`src/hdl/assert_macros.svh`:
```
// ----------------------------------------------------------------------------
// Assertion macros
// Shared concurrent assertion forms for the log buffer RTL. Defining SYNTH
// turns every use into nothing.
// ----------------------------------------------------------------------------
`ifndef ASSERT_MACROS_SVH
`define ASSERT_MACROS_SVH

`ifndef SYNTH

// The expression must hold at every clock edge outside reset.
`define ASSERT_ALWAYS(name, clk, rst_n, expr, msg) \
    name: assert property (@(posedge clk) disable iff (!rst_n) (expr)) \
        else $error(msg);

// When the antecedent holds, the consequent holds at the same edge.
`define ASSERT_IMPLY(name, clk, rst_n, ante, cons, msg) \
    name: assert property (@(posedge clk) disable iff (!rst_n) (ante) |-> (cons)) \
        else $error(msg);

// When the antecedent holds, the consequent holds at the next edge.
`define ASSERT_NEXT(name, clk, rst_n, ante, cons, msg) \
    name: assert property (@(posedge clk) disable iff (!rst_n) (ante) |=> (cons)) \
        else $error(msg);

`else

`define ASSERT_ALWAYS(name, clk, rst_n, expr, msg)
`define ASSERT_IMPLY(name, clk, rst_n, ante, cons, msg)
`define ASSERT_NEXT(name, clk, rst_n, ante, cons, msg)

`endif

`endif

```
`src/hdl/pplb_pkg.sv`:
```
`timescale 1ns / 1ps
// ----------------------------------------------------------------------------
// pplb_pkg
// Sizes, operation and status codes, and the types shared by the ping-pong
// packet log buffer modules.
// ----------------------------------------------------------------------------
package pplb_pkg;

    // Buffer geometry.
    localparam int CHUNK_BYTES   = 512;
    localparam int NUM_BUFFERS   = 2;
    localparam int PAYLOAD_LIMIT = 504;
    localparam int PACKET_BYTES  = 9;
    localparam int MAX_STARTS    = 2;

    localparam int BUF_BYTES = CHUNK_BYTES * NUM_BUFFERS;
    // The count byte at the end of a chunk is never covered by packet bytes.
    localparam int LIMIT = (PAYLOAD_LIMIT > CHUNK_BYTES - 1) ? CHUNK_BYTES - 1
                                                             : PAYLOAD_LIMIT;

    localparam int ADDR_W  = $clog2(BUF_BYTES);
    localparam int OFF_W   = $clog2(CHUNK_BYTES);
    localparam int CHUNK_W = $clog2(NUM_BUFFERS);
    localparam int BCNT_W  = $clog2(PACKET_BYTES);

    localparam logic [OFF_W-1:0]  COUNT_OFF = OFF_W'(CHUNK_BYTES - 1);
    localparam logic [OFF_W-1:0]  LIMIT_OFF = OFF_W'(LIMIT);
    localparam logic [OFF_W:0]    PKT_LEN   = (OFF_W + 1)'(PACKET_BYTES);
    localparam logic [BCNT_W-1:0] LAST_BYTE = BCNT_W'(PACKET_BYTES - 1);

    // Operation codes.
    localparam logic [2:0] OP_PUSH       = 3'd0;
    localparam logic [2:0] OP_SERVICE    = 3'd1;
    localparam logic [2:0] OP_WRITE_DONE = 3'd2;
    localparam logic [2:0] OP_READ       = 3'd3;
    localparam logic [2:0] OP_CLEAR      = 3'd4;

    // Push status codes.
    localparam logic [1:0] STAT_DONE     = 2'd0;
    localparam logic [1:0] STAT_NOT_FREE = 2'd1;
    localparam logic [1:0] STAT_NO_ROOM  = 2'd2;

    typedef enum logic [1:0] {
        CS_FREE      = 2'd0,
        CS_COMMITTED = 2'd1,
        CS_INTRANS   = 2'd2,
        CS_LOCKED    = 2'd3
    } cstat_t;

    typedef logic [31:0] word_t;

    typedef struct packed {
        logic [1:0] status;
        logic       write_request;
        logic       write_chunk;
        word_t      write_block;
        logic [1:0] in_flight;
        logic [7:0] read_data;
        word_t      blocks_written;
        logic       last;
    } result_t;

    // Command from the sequencer to the chunk bookkeeping.
    typedef struct packed {
        logic       commit;
        logic [2:0] op;
        logic       start_accepted;
    } chunk_cmd_t;

    // What the chunk bookkeeping reports for the item under way.
    typedef struct packed {
        logic [ADDR_W-1:0]  head;
        logic               push_ok;
        logic [1:0]         push_status;
        logic [1:0]         n_starts;
        logic [CHUNK_W-1:0] start_chunk0;
        logic [CHUNK_W-1:0] start_chunk1;
        word_t              start_blk0;
        word_t              start_blk1;
        logic [1:0]         in_flight;
        word_t              blocks_now;
        word_t              blocks_after;
        logic               rd_use_mem;
        logic [7:0]         rd_fixed;
    } chunk_view_t;

endpackage

```
`src/hdl/pplb_chunk.sv`:
```
`timescale 1ns / 1ps
`include "assert_macros.svh"
// ----------------------------------------------------------------------------
// pplb_chunk
// Chunk bookkeeping: head pointer, chunk states, packet counts, written
// marks and the committed block count, with the service sweep.
// ----------------------------------------------------------------------------
module pplb_chunk (
    input  logic                        clk,
    input  logic                        rst_n,
    input  pplb_pkg::word_t             start_block,
    input  pplb_pkg::chunk_cmd_t        cmd,
    input  logic [pplb_pkg::ADDR_W-1:0] rd_index,
    output pplb_pkg::chunk_view_t       view
);
    import pplb_pkg::*;

    logic [ADDR_W-1:0] head_reg, head_next;
    cstat_t            cstat_reg [NUM_BUFFERS];
    cstat_t            cstat_next [NUM_BUFFERS];
    logic [7:0]        cnt_reg [NUM_BUFFERS];
    logic [7:0]        cnt_next [NUM_BUFFERS];
    logic [OFF_W-1:0]  hwm_reg [NUM_BUFFERS];
    logic [OFF_W-1:0]  hwm_next [NUM_BUFFERS];
    word_t             blocks_reg, blocks_next;

    logic [CHUNK_W-1:0] hc, nc, rc;
    logic [OFF_W-1:0]   hoff, new_off, roff;
    logic [OFF_W:0]     room_end;
    logic [1:0]         push_status;
    logic               push_ok;

    cstat_t             sweep_stat [NUM_BUFFERS];
    logic               sweep_clr [NUM_BUFFERS];
    word_t              bc_run;
    logic [1:0]         nst;
    logic [1:0]         infl;
    logic [CHUNK_W-1:0] sc0, sc1;
    word_t              sb0, sb1;

    // Push check against the chunk under the head.
    always_comb
    begin
        hc       = head_reg[ADDR_W-1 -: CHUNK_W];
        nc       = hc + CHUNK_W'(1);
        hoff     = head_reg[OFF_W-1:0];
        room_end = {1'b0, hoff} + PKT_LEN;
        new_off  = hoff + PKT_LEN[OFF_W-1:0];
        if (cstat_reg[hc] != CS_FREE)
        begin
            push_status = STAT_NOT_FREE;
        end
        else if (room_end > {1'b0, LIMIT_OFF})
        begin
            push_status = STAT_NO_ROOM;
        end
        else
        begin
            push_status = STAT_DONE;
        end
        push_ok = (push_status == STAT_DONE);
    end

    // Service sweep in chunk index order.
    always_comb
    begin
        bc_run = blocks_reg;
        nst    = 2'd0;
        infl   = 2'd0;
        sc0    = '0;
        sc1    = '0;
        sb0    = '0;
        sb1    = '0;
        for (int i = 0; i < NUM_BUFFERS; i++)
        begin
            sweep_stat[i] = cstat_reg[i];
            sweep_clr[i]  = 1'b0;
            case (cstat_reg[i])
                CS_LOCKED:
                begin
                    if (cmd.start_accepted && (nst < 2'(MAX_STARTS)))
                    begin
                        sweep_stat[i] = CS_INTRANS;
                        if (nst == 2'd0)
                        begin
                            sc0 = CHUNK_W'(i);
                            sb0 = start_block + bc_run;
                        end
                        else
                        begin
                            sc1 = CHUNK_W'(i);
                            sb1 = start_block + bc_run;
                        end
                        nst = nst + 2'd1;
                    end
                end
                CS_COMMITTED:
                begin
                    bc_run        = bc_run + 32'd1;
                    sweep_stat[i] = CS_FREE;
                    sweep_clr[i]  = 1'b1;
                end
                CS_INTRANS:
                begin
                    if (infl != 2'd3)
                    begin
                        infl = infl + 2'd1;
                    end
                end
                default:
                begin
                end
            endcase
        end
    end

    // Next state on commit.
    always_comb
    begin
        head_next   = head_reg;
        blocks_next = blocks_reg;
        for (int i = 0; i < NUM_BUFFERS; i++)
        begin
            cstat_next[i] = cstat_reg[i];
            cnt_next[i]   = cnt_reg[i];
            hwm_next[i]   = hwm_reg[i];
        end
        if (cmd.commit)
        begin
            case (cmd.op)
                OP_PUSH:
                begin
                    if (push_ok)
                    begin
                        cnt_next[hc] = cnt_reg[hc] + 8'd1;
                        if (new_off > hwm_reg[hc])
                        begin
                            hwm_next[hc] = new_off;
                        end
                        if (new_off == LIMIT_OFF)
                        begin
                            cstat_next[hc] = CS_LOCKED;
                            head_next      = {nc, {OFF_W{1'b0}}};
                        end
                        else
                        begin
                            head_next = {hc, new_off};
                        end
                    end
                end
                OP_SERVICE:
                begin
                    blocks_next = bc_run;
                    for (int i = 0; i < NUM_BUFFERS; i++)
                    begin
                        cstat_next[i] = sweep_stat[i];
                        if (sweep_clr[i])
                        begin
                            cnt_next[i] = 8'd0;
                        end
                    end
                end
                OP_WRITE_DONE:
                begin
                    for (int i = 0; i < NUM_BUFFERS; i++)
                    begin
                        if (cstat_reg[i] == CS_INTRANS)
                        begin
                            cstat_next[i] = CS_COMMITTED;
                        end
                    end
                end
                OP_CLEAR:
                begin
                    head_next = '0;
                    for (int i = 0; i < NUM_BUFFERS; i++)
                    begin
                        cstat_next[i] = CS_FREE;
                        cnt_next[i]   = 8'd0;
                        hwm_next[i]   = '0;
                    end
                end
                default:
                begin
                end
            endcase
        end
    end

    always_ff @(posedge clk or negedge rst_n)
    begin
        if (!rst_n)
        begin
            head_reg   <= '0;
            blocks_reg <= '0;
            for (int i = 0; i < NUM_BUFFERS; i++)
            begin
                cstat_reg[i] <= CS_FREE;
                cnt_reg[i]   <= 8'd0;
                hwm_reg[i]   <= '0;
            end
        end
        else
        begin
            head_reg   <= head_next;
            blocks_reg <= blocks_next;
            for (int i = 0; i < NUM_BUFFERS; i++)
            begin
                cstat_reg[i] <= cstat_next[i];
                cnt_reg[i]   <= cnt_next[i];
                hwm_reg[i]   <= hwm_next[i];
            end
        end
    end

    // A byte below the written mark comes from the RAM; the count byte comes
    // from its register; anything else reads as zero.
    always_comb
    begin
        rc = rd_index[ADDR_W-1 -: CHUNK_W];
        roff = rd_index[OFF_W-1:0];
        view.rd_use_mem = 1'b0;
        view.rd_fixed   = 8'd0;
        if (roff == COUNT_OFF)
        begin
            view.rd_fixed = cnt_reg[rc];
        end
        else if (roff < hwm_reg[rc])
        begin
            view.rd_use_mem = 1'b1;
        end
        view.head         = head_reg;
        view.push_ok      = push_ok;
        view.push_status  = push_status;
        view.n_starts     = nst;
        view.start_chunk0 = sc0;
        view.start_chunk1 = sc1;
        view.start_blk0   = sb0;
        view.start_blk1   = sb1;
        view.in_flight    = infl;
        view.blocks_now   = blocks_reg;
        view.blocks_after = bc_run;
    end

    `ASSERT_ALWAYS(a_head_below_limit, clk, rst_n, head_reg[OFF_W-1:0] < LIMIT_OFF, "head left the payload area")
    `ASSERT_NEXT(a_clear_head, clk, rst_n, cmd.commit && (cmd.op == OP_CLEAR), head_reg == '0, "clear did not rewind head")
    `ASSERT_NEXT(a_blocks_only_service, clk, rst_n, !(cmd.commit && (cmd.op == OP_SERVICE)), blocks_reg == $past(blocks_reg), "block count moved outside service")

endmodule

```
`config.mk`:
```
export PLATFORM = sky130hd
export DESIGN_NAME = pplb_chunk
export DESIGN_NICKNAME = d
export VERILOG_FILES = /design/src/hdl/pplb_pkg.sv /design/src/hdl/pplb_chunk.sv
export VERILOG_INCLUDE_DIRS = /design/src /design/src/hdl
export SDC_FILE = /design/constraint.sdc
export NUM_CORES = 1
export LEC_CHECK = 0
export BUFFER_PORTS_ARGS = -buffer_cell sky130_fd_sc_hd__buf_2
export CORE_ASPECT_RATIO = 1.25
export CORE_MARGIN = 2
export CORE_UTILIZATION = 30
export CTS_CLUSTER_SIZE = 25
export DETAILED_ROUTE_END_ITERATION = 12
export PLACE_DENSITY = 0.54
export SLEW_MARGIN = 10
export SYNTH_ARGS = -nofsm -noshare
export SYNTH_HDL_FRONTEND = slang
export SYNTH_SLANG_ARGS = --single-unit
```
`constraint.sdc`:
```
create_clock -name clk -period 12.3 [get_ports clk]
set_clock_uncertainty 0.05 [all_clocks]
set_input_delay 2.46 -clock clk [delete_from_list [all_inputs] [get_ports clk]]
set_output_delay 2.46 -clock clk [all_outputs]
set_load 0.01 [all_outputs]
```
==> results_dict.tcl, run 1 <==
set metrics [dict create \
    rows 74 \
    arrival_ns 5.72 \
    leakage_uw 0.00560 \
    antenna_found_initial 0 \
    path_delay_family "compound AO/OA/AOI/OAI gates" \
    hold_violations 0 \
    final_cells 1856 \
    viasPerCell 5.36 \
    maxSlewViolCount 0 \
    fmax_ghz 0.122 \
    clkLatencyLatePin_ns 0.35 \
    drc_errors 0 \
    whs_path_depth 1 \
    multi_input_area_sq_um 7440 \
    crit_fanout 11 \
    fill_cells 3514 \
    hpwlAfterDp_um 26400 \
    yosys.cell_types.count 81 \
    syn-cell-area_sq_um 9920 \
    grt-ovfl-total 0 \
    syn-num-nets 1411 \
    min_from "cnt_reg[7]" \
    power_density_nw_per_um2 110 \
    cts_tree "yes" \
    drt-initial-drc-count 592 \
    vias 9944 \
    outcome "complete, no violations" \
    post-synth-top-area-fraction_pct 20.2 \
    synthArstFlopShare_pct 100 \
    crit_path_start_kind "flop" \
    cts.sinks 80 \
    drt-total-wl_um 32700 \
    largest_reg_flops 32 \
    cts_resized 0 \
    grt_pass1_wl_um 51600 \
    hold_end "cnt_reg[7]" \
    place_inst 1841 \
    drt-pass1-iter-count 5 \
    seq_area_sq_um 2000 \
    slowest_stage "xor2_1" \
    nets 1578 \
    drive_above_1_share_pct 18.6 \
    reg2reg_slack_ns 8.08 \
    cts.clk_slew.worst_paths_ns 0.07 \
    die_h_um 207 \
    start_util_pct 30.4 \
    max_slew_margin_pct 24.1 \
    criticalPathCategory "flop to output port" \
    finalSetupTns_ns 0 \
    worstHoldPathType "flop to flop" \
    io_buffer_count 204 \
    yosys_warnings 0 \
    ir_drop_mv 0.107 \
    crit_chain "ha_1 > and4b_1 > nand4_1 > xor2_1 > inv_1 > ha_1 > a21oi_1 > o21bai_1 > a221o_1 > a31oi_1 > a21boi_0 > a31oi_1 > o21ai_0 > xnor2_1 > o22ai_1 > buf_2" \
    rr_startpoint "head_reg[0]" \
    synth_area_leaders "dfrtp_1 (20%), ha_1 (12%), xnor2_1 (6.5%), nand2_1 (4.5%), nor2_1 (4.4%)" \
    antenna_cells 0 \
    clockBufferDepth 2 \
    post_cts_buffers 0 \
    grt_pass1_vias 9569 \
    max_slew.worst_pin.slew_ns 1.14 \
    ios 205 \
    period_share_pct 66.9 \
    yosysTopAreaCell "dfrtp_1" \
    ant_nets 0 \
    critPathBufInv 2 \
    syn_to_final_growth_pct 16.7 \
    die_w_um 167 \
    cp.required_ns 9.79 \
    synth_ff_type "dfrtp_1" \
    numCtsBuffers 9 \
    max-cap-violations 0 \
    rsz0062_at_grt "no" \
    end_kind "output port" \
    holdBufCountCts 0 \
    synth.avg_cell_area_sq_um 7.83 \
    track_usage_pct 18.4 \
    grt_start_max_net_pins 67 \
    synth.ff_latch_count 80 \
    htreeDepth 3 \
    r2r_end "hwm_reg[13]" \
    syn_inst 1267 \
    critPathMaxStageDelay_ns 0.75 \
    place_congestion 0.944 \
    cts_root_buf "clkbuf_16" \
    post_drt_wl_per_cell_um 17.6 \
    die_area_sq_um 34500 \
    rr_worst_depth 9 \
    setup_viol 0 \
    synth_edf_count 0 \
    yosysSeqAreaShare_pct 20.2 \
    fin_util_pct 35.5 \
    core_area_sq_um 32600 \
    period_needed_ns 8.23 \
]
==> synth_stat cells (4+ instances only) <==
master,instances
nand2b_1,18
or2_2,8
a31oi_1,19
o21bai_1,6
o32ai_1,12
o31ai_1,20
nor2_1,117
buf_4,6
nand4_1,23
nor2b_1,22
o211ai_1,6
nand3_1,38
a22o_1,13
and4_1,8
a211oi_1,8
o31a_1,4
nor3b_1,4
mux2_2,17
nor3_1,24
o22ai_1,31
inv_1,64
or3_1,8
a21o_1,28
nand3b_1,6
xnor2_1,74
o21ai_0,74
mux2i_1,35
ha_1,93
buf_2,6
a32o_1,4
and2_1,12
clkbuf_1,38
dfrtp_1,80
xor2_1,50
nor4_1,7
nand2_1,120
a21oi_1,77
o21a_1,14
and3_1,13
==> through the flow <==
step | hold slack [ns] | power (uW) | setup slack [ns] | instance area, sq um
floorplan | 0.394 | 806 | 5.07 | 9920
global placement | 0.424 | 993 | 4.13 | 11300
detailed placement | 0.426 | 994 | 4.13 | 11300
CTS | 0.439 | 1290 | 4.08 | 11600
global route | 0.451 | 1380 | 3.64 | 11600
finish | 0.434 | 1270 | 4.07 | 11600
==> worst max path at each step <==
stage / start / end / slack, ns / cells past startpoint
finish: blocks_reg[1] / view[138] / 4.07 / 16
global route: blocks_reg[1] / view[138] / 3.64 / 16
CTS: blocks_reg[1] / view[134] / 4.08 / 16
detailed placement: start_block[1] / view[134] / 4.13 / 12
global placement: start_block[1] / view[138] / 4.13 / 12
floorplan: start_block[0] / view[137] / 5.07 / 12
==> cell usage in the layout, fill, tap and decap left out, types with 6 or more instances in the layout <==
cell       Yosys  final
o21ai_0       74     74
or3_1          8      8
a22o_1        13     13
mux2i_1       35     35
o32ai_1       12     12
o21a_1        14     14
nand4_1       23     23
nor2b_1       22     22
mux2_2        17     17
o22ai_1       31     31
clkbuf_16      0      9
xnor2_1       74     74
nor2_1       117    117
xor2_1        50     50
nor3_1        24     24
and2_1        12     12
o211ai_1       6      6
ha_1          93     93
a211oi_1       8      8
or2_2          8      8
buf_4          6      7
o31ai_1       20     20
a21o_1        28     28
and4_1         8      8
nand3b_1       6      6
a21oi_1       77     77
inv_1         64     64
a31oi_1       19     19
o21bai_1       6      6
nand2_1      120    120
buf_2          6    203
nor4_1         7      7
nand2b_1      18     18
and3_1        13     13
nand3_1       38     38
dfrtp_1       80     80
==> layer usage <==
layer,global-route usage [%],routed length [um],part of all wire [%],up-vias
li1,-,-,-,4950
met1,22.8,14200,43,4671
met2,33.1,16400,50,282
met3,2.15,1310,4.0,41
met4,5.74,849,2.6,0
met5,0,0,0,-
==> area by class of cell <==
| cell class | count | share of cell area, % |
|---|---|---|
| multi-input cells | 1069 | 64.3 |
| repair buffers | 210 | 9.23 |
| clock inverters | 5 | 0.562 |
| inverters | 64 | 2.08 |
| flip-flops and latches | 80 | 17.3 |
| well taps | 418 | 4.52 |
| clock buffers | 10 | 2.06 |
==> power by group <==
| group | total (uW) | switching [uW] | internal (uW) |
|---|---|---|---|
| Combinational | 602 | 345 | 257 |
| Sequential | 388 | 73.1 | 315 |
| Clock | 285 | 121 | 164 |
| Total | 1270 | 539 | 736 |
==> cells by family after synthesis <==
| family | share of synthesized area [%] |
|---|---|
| muxes | 5.62 |
| DFF | 20.2 |
| buffers and inverters | 4.86 |
| AOI/OAI and AO/OA | 22.8 |
| adders and majority gates | 12.1 |
| xor gates and xnor gates | 11.4 |
| and+or+nand+nor | 23.0 |
No activity file was read; power rests on OpenSTA's default activity.
==> inputs of run 2 (changes only) <==
==> constraint.sdc (replaced) <==
create_clock -name clk -period 8 [get_ports clk]
set_clock_uncertainty 0.05 [all_clocks]
set_input_delay 1.6 -clock clk [delete_from_list [all_inputs] [get_ports clk]]
set_output_delay 1.6 -clock clk [all_outputs]
set_load 0.01 [all_outputs]
==> run 2 against run 1 <==
Utilization is 0.061 points lower. Final area is 0.17% lower. Cell count hardly changed. Clock-buffer cell count is 1 higher. Critical path depth stayed put. Sequential power is 54% higher. Global-route usage is 0.56 points higher. Register-to-register slack worse by 4.3 ns. Largest power group unchanged. Wire length is 1.7% higher. Die area stayed put. Worst hold slack better by 0.0041 ns. Critical endpoint unchanged. Combinational power is 55% higher.
==> results_dict.tcl, run 2 (synthesis results as in run 1) <==
set metrics [dict create \
    outcome "complete, no violations" \
    grt_pass1_wl_um 53200 \
    largest_reg_flops 32 \
    antenna_cells 0 \
    crit_path_start_kind "flop" \
    clockBufferDepth 2 \
    grt-ovfl-total 0 \
    holdBufCountCts 0 \
    clkLatencyLatePin_ns 0.35 \
    power_density_nw_per_um2 167 \
    setup_viol 0 \
    ant_nets 0 \
    drc_errors 0 \
    fin_util_pct 35.5 \
    fill_cells 3491 \
    leakage_uw 0.00559 \
    start_util_pct 30.4 \
    htreeDepth 3 \
    cts_tree "yes" \
    crit_fanout 11 \
    period_needed_ns 7.13 \
    ir_drop_mv 0.164 \
    cts_resized 0 \
    vias 10000 \
    rsz0062_at_grt "no" \
    hold_violations 0 \
    drive_above_1_share_pct 18.6 \
    viasPerCell 5.39 \
    worstHoldPathType "flop to flop" \
    die_h_um 207 \
    io_buffer_count 204 \
    layout_commonest_cell "buf_2" \
    core_area_sq_um 32600 \
    post_cts_buffers 0 \
    die_w_um 167 \
    maxSlewViolCount 0 \
    cp.required_ns 6.35 \
    grt_pass1_vias 9775 \
    criticalPathCategory "flop to output port" \
    track_usage_pct 18.9 \
    grt_start_max_net_pins 67 \
    end_kind "output port" \
    max_slew.worst_pin.slew_ns 1.15 \
    place_congestion 0.946 \
    nets 1578 \
    numCtsBuffers 9 \
    finalSetupTns_ns 0 \
    rows 74 \
    max_slew_margin_pct 23.2 \
    ios 205 \
    hpwlAfterDp_um 27000 \
    post_drt_wl_per_cell_um 17.9 \
    drt-initial-drc-count 584 \
    reg2reg_slack_ns 3.78 \
    drt-pass1-iter-count 5 \
    syn_to_final_growth_pct 16.5 \
    cts.sinks 80 \
    fmax_ghz 0.140 \
    antenna_found_initial 0 \
    drt-total-wl_um 33300 \
    cts_root_buf "clkbuf_16" \
    die_area_sq_um 34500 \
    arrival_ns 5.48 \
    layout_common_cells "buf_2 (203), nand2_1 (120), nor2_1 (117)" \
    cts.clk_slew.worst_paths_ns 0.07 \
    period_share_pct 89.1 \
    max-cap-violations 0 \
]
-- run 2: cell count changes in the layout (fill, tap and decap cells not counted) --
| cell | change |
|---|---|
| clkbuf_1 | +1 |
| clkinvlp_4 | +1 |
| inv_6 | -2 |
| clkinv_2 | +1 |
| bufinv_16 | -1 |
| inv_8 | +1 |
-- run 2: through the flow --
step                area, sq um  power (uW)  hold WS [ns]  worst slack (ns)  std cells
detailed placement        11300        1540         0.425              1.33       1841
finish                    11600        1930         0.438             0.873       1857
floorplan                  9920        1240         0.394              2.27       1267
CTS                       11600        1960         0.438             0.906       1857
global placement          11300        1530         0.428              1.43       1841
global route              11600        2110         0.454             0.359       1857
-- run 2: power by group --
group	leakage [uW]	switching, uW	internal (uW)	total, uW
registers	0.00105	112	484	596
logic	0.00440	537	397	935
clock network	0.000138	182	222	404
total	0.00559	831	1100	1930
-- run 2: final timing paths --
kind,startpoint,end,cells after the start
setup / recovery,blocks_reg[1],view[138],16
hold / removal,cnt_reg[7],cnt_reg[7],1
setup reg to reg,head_reg[0],hwm_reg[14],9
hold reg to reg,cnt_reg[7],cnt_reg[7],1
max in group asynchronous,rst_n,cnt_reg[9],2
min in group asynchronous,rst_n,blocks_reg[29],1
-- run 2: routing by layer --
| layer | part of all wire [%] | routed length [um] | track usage, % | vias up |
|---|---|---|---|---|
| met3 | 4.2 | 1400 | 1.85 | 43 |
| met4 | 2.3 | 769 | 5.68 | 0 |
| met2 | 51 | 16800 | 34.4 | 274 |
| met1 | 43 | 14300 | 23.5 | 4736 |
| met5 | 0 | 0 | 0 | - |
| li1 | - | - | - | 4951 |
-- run 2: cell type report --
type	instances	area [sq um]	share of cell area [%]
repair buffers	210	1070	9.25
clock inverters	5	41.3	0.357
well taps	418	523	4.53
clock buffers	11	243	2.10
flip-flops and latches	80	2000	17.3
inverters	64	240	2.08
multi-input cells	1069	7440	64.4
-- run 2: critical path: stages (launching register included) --
cell and delay (ns):
dfrtp_1 0.51, ha_1 0.28, and4b_1 0.31, nand4_1 0.50
xor2_1 0.72, inv_1 0.11, ha_1 0.37, a21oi_1 0.26
o21bai_1 0.12, a221o_1 0.35, a31oi_1 0.20, a21boi_0 0.17
a31oi_1 0.48, o21ai_0 0.24, xnor2_1 0.24, o22ai_1 0.10
buf_2 0.16
==> inputs of run 3 (changes only) <==
--- a/config.mk
+++ b/config.mk
@@ -6,13 +6,13 @@
 export SDC_FILE = /design/constraint.sdc
 export NUM_CORES = 1
 export LEC_CHECK = 0
-export BUFFER_PORTS_ARGS = -buffer_cell sky130_fd_sc_hd__buf_2
 export CORE_ASPECT_RATIO = 1.25
 export CORE_MARGIN = 2
 export CORE_UTILIZATION = 30
 export CTS_CLUSTER_SIZE = 25
 export DETAILED_ROUTE_END_ITERATION = 12
-export PLACE_DENSITY = 0.54
+export DONT_BUFFER_PORTS = 1
+export PLACE_DENSITY = 0.49
 export SLEW_MARGIN = 10
 export SYNTH_ARGS = -nofsm -noshare
 export SYNTH_HDL_FRONTEND = slang
==> run 3 against run 2 <==
Register-to-register slack lost 0.09 ns. Worst setup slack gained 0.042 ns. Non-clock buffer count fell by 205. Critical path type unchanged. Critical endpoint is now view[134].
==> results_dict.tcl, run 3 (synthesis results as in run 1) <==
set metrics [dict create \
    arrival_ns 5.43 \
    critPathMaxStageDelay_ns 0.70 \
    vias 9259 \
    viasPerCell 5.60 \
    die_w_um 167 \
    grt_start_max_net_pins 81 \
    max_slew_margin_pct 31.7 \
    cts.sinks 80 \
    reg2reg_slack_ns 3.69 \
    ios 205 \
    holdBufCountCts 0 \
    clockBufferDepth 2 \
    drc_errors 0 \
    cts_resized 0 \
    rr_worst_depth 12 \
    die_h_um 207 \
    place_congestion 0.897 \
    hold_end "cnt_reg[15]" \
    end_kind "output port" \
    fmax_ghz 0.141 \
    hpwlAfterDp_um 26600 \
    fin_area_sq_um 10500 \
    nets 1373 \
    crit_fanout 11 \
    min_from "cnt_reg[15]" \
    period_share_pct 88.6 \
    r2r_end "blocks_reg[28]" \
    period_needed_ns 7.08 \
    core_area_sq_um 32600 \
    grt_pass1_vias 9291 \
    hold_violations 0 \
    place_area_sq_um 10200 \
    largest_reg_flops 32 \
    antenna_cells 0 \
    antenna_found_initial 0 \
    drt-total-wl_um 33700 \
    cp.required_ns 6.35 \
    setup_viol 0 \
    ant_nets 0 \
    outcome "complete, no violations" \
    htreeDepth 3 \
    rr_startpoint "cstat_reg[2]" \
    post_drt_wl_per_cell_um 20.4 \
    grt-ovfl-total 0 \
    grt_pass1_wl_um 52800 \
    numCtsBuffers 9 \
    die_area_sq_um 34500 \
    layout_commonest_cell "nand2_1" \
    maxSlewViolCount 0 \
    max-cap-violations 0 \
    slowest_stage "xor2_1" \
    drive_above_1_share_pct 5.27 \
    clkLatencyLatePin_ns 0.37 \
    cts_root_buf "clkbuf_16" \
    criticalPathCategory "flop to output port" \
    finalSetupTns_ns 0 \
    cts_tree "yes" \
    crit_chain "ha_1 > and4b_1 > nand4_1 > xor2_1 > inv_1 > ha_1 > a21oi_1 > o21bai_1 > a221o_1 > a31oi_1 > a21boi_0 > a31oi_1 > o21ai_0 > xnor2_1 > o22ai_1" \
    start_util_pct 30.4 \
    ir_drop_mv 0.130 \
    worstHoldPathType "flop to flop" \
    crit_path_start_kind "flop" \
    whs_path_depth 1 \
    syn_to_final_growth_pct 6.20 \
    cts.clk_slew.worst_paths_ns 0.08 \
    power_density_nw_per_um2 177 \
    drt-initial-drc-count 569 \
    rows 74 \
    layout_common_cells "nand2_1 (120), nor2_1 (117), ha_1 (93)" \
    post_cts_buffers 0 \
    max_slew.worst_pin.slew_ns 1.01 \
    io_buffer_count 0 \
    rsz0062_at_grt "no" \
    leakage_uw 0.00457 \
    drt-pass1-iter-count 5 \
    track_usage_pct 19.1 \
]
-- run 3: worst max-delay path: cells and delay by family, from the launching register on --
| family | cells | cell delay (ns) |
|---|---|---|
| AO/OA/AOI/OAI | 8 | 2.03 |
| XOR/XNOR | 2 | 0.89 |
| adder cells (fa/ha/maj) | 2 | 0.68 |
| buffers and inverters | 1 | 0.10 |
| flip-flops | 1 | 0.57 |
| AND/OR/NAND/NOR | 2 | 0.79 |
-- run 3: layout make-up --
cell class                      count  area (sq um)
Tap cell                          418           523
Inverter                           64           240
Multi-Input combinational cell   1069          7440
Clock buffer                        9           225
Timing Repair Buffer                5          37.5
Clock inverter                      7          58.8
Fill cell                        3538         22100
Sequential cell                    80          2000
-- run 3: routing by layer --
layer  track usage, %  vias to the layer above  part of all wire [%]  wire length, um
li1                 -                     4541                     -                -
met5                0                        -                     0                0
met2             34.3                      257                    50            16800
met4             5.74                        0                   2.4              804
met1             22.6                     4411                    42            14200
met3             4.04                       50                   5.6             1880
-- run 3: worst max path at each step --
stage | startpoint | to | slack, ns | cells after the start
floorplan | blocks_reg[1] | view[138] | 2.27 | 18
global placement | blocks_reg[1] | view[134] | 1.34 | 15
detailed placement | blocks_reg[1] | view[134] | 1.25 | 15
CTS | blocks_reg[1] | view[134] | 0.83 | 15
global route | blocks_reg[1] | view[138] | 0.37 | 15
finish | blocks_reg[1] | view[134] | 0.92 | 15
-- run 3: report_power, final --
group	internal [uW]	total (uW)	switching, uW	leakage (uW)
Sequential	483	617	134	0.00105
Clock	217	422	205	0.000139
Combinational	341	827	486	0.00339
-- run 3: per-stage QoR --
stage	cells	utilization (%)	hold slack (ns)	worst slack [ns]	power [uW]
6_report	1652	32.3	0.445	0.915	1870
5_1_grt	1652	32.3	0.481	0.373	2020
3_5_place_dp	1636	31.4	0.436	1.25	1450
2_1_floorplan	1267	-	0.394	2.27	1240
4_1_cts	1652	32.3	0.449	0.828	1880
3_3_place_gp	1636	31.4	0.435	1.34	1440
